==> src/rtl/srsc_pkg.sv <==
// Shared types and constants for the serial frame receiver with sum check.
`default_nettype none
package srsc_pkg;

    localparam int unsigned BYTE_W   = 8;
    localparam int unsigned LEN_W    = 6;
    localparam int unsigned CFG_IDX_W = 3;

    // Register map
    typedef enum logic [CFG_IDX_W-1:0] {
        CFG_START_CHAR       = 3'd0,
        CFG_END_CHAR         = 3'd1,
        CFG_MAX_BODY_LEN     = 3'd2,
        CFG_ACCEPTED_PRODUCT = 3'd3,
        CFG_LINK_CODE        = 3'd4
    } cfg_idx_t;

    localparam logic [BYTE_W-1:0] START_CHAR_RST       = 8'h2A;
    localparam logic [BYTE_W-1:0] END_CHAR_RST         = 8'h23;
    localparam logic [LEN_W-1:0]  MAX_BODY_LEN_RST     = 6'd49;
    localparam logic [BYTE_W-1:0] ACCEPTED_PRODUCT_RST = 8'hFF;
    localparam logic [BYTE_W-1:0] LINK_CODE_RST        = 8'h02;

    // Body positions of the product and function code bytes
    localparam logic [LEN_W:0] PRODUCT_POS = 7'd1;
    localparam logic [LEN_W:0] CODE_POS    = 7'd7;

    typedef struct packed {
        logic              in_frame;
        logic [LEN_W-1:0]  body_count;
        logic [BYTE_W-1:0] sum_before_prev;
        logic [BYTE_W-1:0] prev_byte;
        logic [BYTE_W-1:0] last_byte;
        logic [BYTE_W-1:0] product_byte;
        logic [BYTE_W-1:0] code_byte;
        logic              link_flag;
    } frame_state_t;

    localparam frame_state_t FRAME_STATE_RST = '0;

endpackage
`default_nettype wire

==> src/rtl/serial_frame_receiver_sum_check.sv <==
// Serial frame receiver: start/end delimited frames with an 8-bit additive checksum.
// An accepted rx_byte beat passes through the input register, then frame logic
//   into the result register, which presents its result beat.
// Throughput: one byte per cycle unless stalled; frame state updates once per byte.
// Reset: rst_n async low; registers return to their defaults, receiver hunts
//   for the start character, link flag cleared, both pipeline stages empty.
`default_nettype none
module serial_frame_receiver_sum_check
(
    input  wire                          clk,
    input  wire                          rst_n,
    // byte input
    input  wire                          in_valid,
    output logic                         in_stall,
    input  wire  [srsc_pkg::BYTE_W-1:0]  rx_byte,
    // result output
    output logic                         out_valid,
    input  wire                          out_stall,
    output logic                         frame_closed,
    output logic                         checksum_ok,
    output logic                         product_match,
    output logic                         link_up,
    // register writes
    input  wire                          cfg_valid,
    output logic                         cfg_ready,
    input  wire  [srsc_pkg::CFG_IDX_W-1:0] cfg_index,
    input  wire  [srsc_pkg::BYTE_W-1:0]  cfg_data
);
    import srsc_pkg::*;

    logic [BYTE_W-1:0] start_char_reg;
    logic [BYTE_W-1:0] end_char_reg;
    logic [LEN_W-1:0]  max_body_len_reg;
    logic [BYTE_W-1:0] accepted_product_reg;
    logic [BYTE_W-1:0] link_code_reg;

    logic              s1_valid_reg;
    logic [BYTE_W-1:0] s1_byte_reg;

    logic              out_valid_reg;
    logic              frame_closed_reg;
    logic              checksum_ok_reg;
    logic              product_match_reg;
    logic              link_up_reg;

    frame_state_t      state_reg;
    frame_state_t      state_next;
    logic              closed_next;
    logic              good_next;
    logic              match_next;

    logic              out_ready;
    logic              s1_adv;
    logic              in_take;

    logic [LEN_W-1:0]  limit;
    logic [LEN_W:0]    cnt;
    logic [BYTE_W-1:0] sum_upd;
    logic [BYTE_W-1:0] product_upd;
    logic [BYTE_W-1:0] code_upd;

    assign cfg_ready = 1'b1;

    always_ff @(posedge clk or negedge rst_n)
    begin
        if (!rst_n)
        begin
            start_char_reg       <= START_CHAR_RST;
            end_char_reg         <= END_CHAR_RST;
            max_body_len_reg     <= MAX_BODY_LEN_RST;
            accepted_product_reg <= ACCEPTED_PRODUCT_RST;
            link_code_reg        <= LINK_CODE_RST;
        end
        else if (cfg_valid && cfg_ready)
        begin
            unique case (cfg_index)
                CFG_START_CHAR:       start_char_reg       <= cfg_data;
                CFG_END_CHAR:         end_char_reg         <= cfg_data;
                CFG_MAX_BODY_LEN:     max_body_len_reg     <= cfg_data[LEN_W-1:0];
                CFG_ACCEPTED_PRODUCT: accepted_product_reg <= cfg_data;
                CFG_LINK_CODE:        link_code_reg        <= cfg_data;
                default: ;
            endcase
        end
    end

    // Pipeline flow: result register frees when empty or taken
    assign out_ready = !out_valid_reg || !out_stall;
    assign s1_adv    = s1_valid_reg && out_ready;
    assign in_stall  = s1_valid_reg && !out_ready;
    assign in_take   = in_valid && !in_stall;

    always_ff @(posedge clk or negedge rst_n)
    begin
        if (!rst_n)
        begin
            s1_valid_reg <= 1'b0;
        end
        else if (!in_stall)
        begin
            s1_valid_reg <= in_valid;
        end
    end

    always_ff @(posedge clk)
    begin
        if (in_take)
        begin
            s1_byte_reg <= rx_byte;
        end
    end

    // Frame logic for the byte in the input register
    always_comb
    begin
        limit       = (max_body_len_reg == '0) ? LEN_W'(1) : max_body_len_reg;
        cnt         = {1'b0, state_reg.body_count} + (LEN_W+1)'(1);
        sum_upd     = state_reg.sum_before_prev + state_reg.prev_byte;
        product_upd = (cnt == PRODUCT_POS) ? s1_byte_reg : state_reg.product_byte;
        code_upd    = (cnt == CODE_POS) ? s1_byte_reg : state_reg.code_byte;
        state_next  = state_reg;
        closed_next = 1'b0;
        good_next   = 1'b0;
        match_next  = 1'b0;

        if (!state_reg.in_frame)
        begin
            if (s1_byte_reg == start_char_reg)
            begin
                state_next           = FRAME_STATE_RST;
                state_next.link_flag = state_reg.link_flag;
                state_next.in_frame  = 1'b1;
                state_next.last_byte = s1_byte_reg;
            end
        end
        else if (s1_byte_reg == end_char_reg || cnt >= {1'b0, limit})
        begin
            closed_next = 1'b1;
            // sum of q0..q(n-2) against q(n-1)
            good_next   = (sum_upd == state_reg.last_byte);
            match_next  = good_next && (product_upd == accepted_product_reg);
            state_next           = FRAME_STATE_RST;
            state_next.link_flag = match_next ? (code_upd == link_code_reg)
                                              : state_reg.link_flag;
        end
        else
        begin
            state_next.body_count      = cnt[LEN_W-1:0];
            state_next.sum_before_prev = sum_upd;
            state_next.prev_byte       = state_reg.last_byte;
            state_next.last_byte       = s1_byte_reg;
            state_next.product_byte    = product_upd;
            state_next.code_byte       = code_upd;
        end
    end

    always_ff @(posedge clk or negedge rst_n)
    begin
        if (!rst_n)
        begin
            state_reg <= FRAME_STATE_RST;
        end
        else if (s1_adv)
        begin
            state_reg <= state_next;
        end
    end

    always_ff @(posedge clk or negedge rst_n)
    begin
        if (!rst_n)
        begin
            out_valid_reg <= 1'b0;
        end
        else if (out_ready)
        begin
            out_valid_reg <= s1_valid_reg;
        end
    end

    always_ff @(posedge clk)
    begin
        if (s1_adv)
        begin
            frame_closed_reg  <= closed_next;
            checksum_ok_reg   <= good_next;
            product_match_reg <= match_next;
            link_up_reg       <= state_next.link_flag;
        end
    end

    assign out_valid     = out_valid_reg;
    assign frame_closed  = frame_closed_reg;
    assign checksum_ok   = checksum_ok_reg;
    assign product_match = product_match_reg;
    assign link_up       = link_up_reg;

    // Checks
    a_good_needs_close: assert property (@(posedge clk) disable iff (!rst_n)
        out_valid_reg && checksum_ok_reg |-> frame_closed_reg)
        else $error("checksum_ok without a closed frame");

    a_match_needs_good: assert property (@(posedge clk) disable iff (!rst_n)
        out_valid_reg && product_match_reg |-> checksum_ok_reg)
        else $error("product_match without a good checksum");

    a_hunt_is_clear: assert property (@(posedge clk) disable iff (!rst_n)
        !state_reg.in_frame |-> (state_reg.body_count == '0))
        else $error("body count held while hunting");

    a_link_moves_on_match: assert property (@(posedge clk) disable iff (!rst_n)
        $past(s1_adv) && (state_reg.link_flag != $past(state_reg.link_flag))
        |-> product_match_reg)
        else $error("link flag changed without a matching frame");

endmodule
`default_nettype wire
==> config.mk <==
export PLATFORM = sky130hd
export DESIGN_NAME = serial_frame_receiver_sum_check
export DESIGN_NICKNAME = d
export VERILOG_FILES = /design/src/rtl/srsc_pkg.sv /design/src/rtl/serial_frame_receiver_sum_check.sv
export SDC_FILE = /design/constraint.sdc
export NUM_CORES = 1
export LEC_CHECK = 0
export ABC_AREA = 1
export BUFFER_PORTS_ARGS = -buffer_cell sky130_fd_sc_hd__buf_2
export CAP_MARGIN = 30
export CORE_ASPECT_RATIO = 0.75
export CORE_MARGIN = 2
export CORE_UTILIZATION = 60
export CTS_CLUSTER_DIAMETER = 50
export DETAILED_ROUTE_END_ITERATION = 16
export GPL_ROUTABILITY_DRIVEN = 1
export PLACE_DENSITY = 0.83
export SLEW_MARGIN = 10
export SYNTH_ARGS = -nofsm -noshare
export SYNTH_HDL_FRONTEND = slang
export SYNTH_SLANG_ARGS = --single-unit
==> constraint.sdc <==
create_clock -name clk -period 7.4 [get_ports clk]
set_clock_uncertainty 0.15 [all_clocks]
set_input_delay 1.11 -clock clk [delete_from_list [all_inputs] [get_ports clk]]
set_output_delay 1.11 -clock clk [all_outputs]
set_load 0.01 [all_outputs]
==> metrics.txt <==
Avg Inst Size Synth=8.21 µm²; Hold Path Class=flip-flop to flip-flop; pre-CTS setup slack=3710 ps; Commonest cells post-synth=nand2_1, inv_1, dfrtp_1, nand3_1, o21ai_0; fmax=275 MHz; Slew Limit Headroom=0.395; Synth top area share=0.318; Crit path required time=7360 ps; Die Ht=87.0 µm; Synth Instances=671; Port-buffer cells=29; Routed WL=13,200 µm; Pins Over Slew Limit=0; H-tree levels=3; Final HPWL DP=9260 µm; worst setup path end=link_up$_DFFE_PP_; clk slew on worst S/H paths=60 ps; initial DRC count=512; crit path max fanout=12; synth unique cells=40; met3 GRT Util=0.0661; crit path kind=flip-flop to flip-flop; Seq cells post-synth=100; Resize count post-CTS=0; RSZ-0062 raised after global routing=false; Cell Rows=30; Remaining DRCs=0; Max VDD drop=148 µV; Area contributors post-synth=dfrtp_1, nand2_1, dfstp_2, edfxtp_1, inv_1; Post-DP Area=5680 µm²; count leader, synth=nand2_1; clk_lat worst skew=350 ps; post-route cell area=5980 µm²; Post-CTS Hold Fix Bufs=0; global-route met1 utilization=0.386; Post-CTS Setup Bufs=0; initial antenna violation count=0; worst-case clock buffer depth=2; PnR worst setup slack=3770 ps; die area=9970 µm²; final worst-path cycle share=0.491; setup violators final=0; global-route wire length before repair=21,600 µm; total power=2.08 mW; Slew @ Worst Pin=905 ps; Pleak=2.90 nW; Startpoint Class=flip-flop; wire length per cell=16.3 µm; GP Congestion=0.932; register area share after synthesis=0.469; grt ovf=0; FF-to-FF path depth=17; Synthesis Warnings=0; vias in the first global route=4,471; Num CTS Buffers=9; Final Net Count=731; status=finished, final reports clean; initial core utilization=0.614; Synth-to-Final Area Change=8.66%; Routed Antenna Nets=0; most used routing layer=met2; Max-cap violations=0; synthesized area=5510 µm²; net count after synthesis=712; root buffer cell=clkbuf_16; Overall Global Routing Usage=0.283; via count=4,663; Tmin final=3630 ps; setup TNS=0 ps; asr flop ratio synth=0.880; Synth area leader=dfrtp_1; core area=8970 µm²; Crit Reg-Reg Endpoint=link_up$_DFFE_PP_; Chip Width=115 µm; CTS tree=done; diodes inserted=0; Hold Fails Final Rpt=0; R2R setup slack=3770 ps; CP Launch Point=state_reg[41]$_DFFE_PN0P_; Initial DRT Pass Iterations=5; WHS=324 ps; ys flop type=dfrtp_1; Post-synth EDFFs=12; WP data arrival=3590 ps; reg-to-reg startpoint=state_reg[41]$_DFFE_PN0P_; layout cell share with drive strength beyond 1=0.142; M2 GR Usage=0.450; CP endpoint kind=flip-flop; largest net degree at the start of global routing=59; CTS Sinks=100; Pwr Density=347 nW/µm²; I/O pins=31; post-DR vias/cell=5.78; max reg flops=48
metal layers:
metal | part of all wire | up-vias
li1 | - | 2221
met1 | 0.44 | 2230
met2 | 0.46 | 183
met3 | 0.077 | 29
met4 | 0.023 | 0
met5 | 0 | -
worst min path at each step:
stage,start,to,slack (ps),cells after the start
finish,s1_valid_reg$_DFFE_PN0N_,out_valid$_DFFE_PN0N_,320,2
global route,s1_valid_reg$_DFFE_PN0N_,out_valid$_DFFE_PN0N_,360,2
CTS,s1_valid_reg$_DFFE_PN0N_,out_valid$_DFFE_PN0N_,330,2
detailed placement,s1_valid_reg$_DFFE_PN0N_,out_valid$_DFFE_PN0N_,320,2
global placement,s1_valid_reg$_DFFE_PN0N_,out_valid$_DFFE_PN0N_,310,2
floorplan,s1_valid_reg$_DFFE_PN0N_,out_valid$_DFFE_PN0N_,280,2
layout by cell type, fill, tap and decap left out, types with 2 or more instances in the layout:
cell,instances
a21oi_1,9
buf_2,28
buf_4,2
clkbuf_16,9
clkinv_2,2
clkinvlp_4,2
dfrtp_1,70
dfstp_2,18
edfxtp_1,12
ha_1,16
inv_1,87
inv_2,2
nand2_1,189
nand2_2,7
nand3_1,57
nand3_4,2
nand3b_1,8
nand4_1,8
nor2_1,23
nor2_2,6
nor3_1,4
o211ai_1,2
o21ai_0,48
o21ai_2,3
o22ai_1,28
o31ai_1,11
or2_2,8
xnor2_1,14
xor2_1,4
logic make-up (layout without fill, tap and decap cells):
kind of cell,after synthesis,after routing,share of synthesized area
compound gates,104,104,0.111
xor+xnor,19,19,0.0327
fa+ha+maj,17,17,0.0400
buf+inv,112,136,0.0836
flops,100,100,0.469
other cells,1,1,0.000681
simple gates,318,318,0.263
where the power goes:
part | leakage (nW) | switching (mW) | internal [mW] | total [mW]
Combinational | 1.54 | 0.517 | 0.316 | 0.832
Sequential | 1.21 | 0.0937 | 0.689 | 0.783
Clock | 0.139 | 0.204 | 0.260 | 0.464
Total | 2.90 | 0.814 | 1.27 | 2.08
worst max-delay path: stages, from the launching register on:
cell,delay [ps]
dfrtp_1,470
ha_1,310
nand2_2,100
inv_1,70
nor2_2,130
nand2_1,90
nor2_1,690
nand3_1,590
nand2_1,230
nand2_1,90
nand2_1,70
nand2_1,40
nand2_1,60
nor2_1,40
nand2_1,60
nand3_1,100
nand2_1,80
inv_1,30
metrics by stage:
| stage | util | instances |
|---|---|---|
| after floorplan | - | 671 |
| after global placement | 0.633 | 790 |
| after detailed placement | 0.633 | 790 |
| after CTS | 0.665 | 806 |
| after global routing | 0.667 | 807 |
| final | 0.667 | 807 |
layout make-up:
| class | count | area, µm² |
|---|---|---|
| Tap cell | 112 | 140 |
| Fill cell | 741 | 2990 |
| Multi-Input combinational cell | 459 | 2460 |
| Clock inverter | 7 | 67.6 |
| Timing Repair Buffer | 31 | 170 |
| Sequential cell | 100 | 2580 |
| Clock buffer | 9 | 225 |
| Inverter | 89 | 334 |
Power figures use the tool's default switching activity.
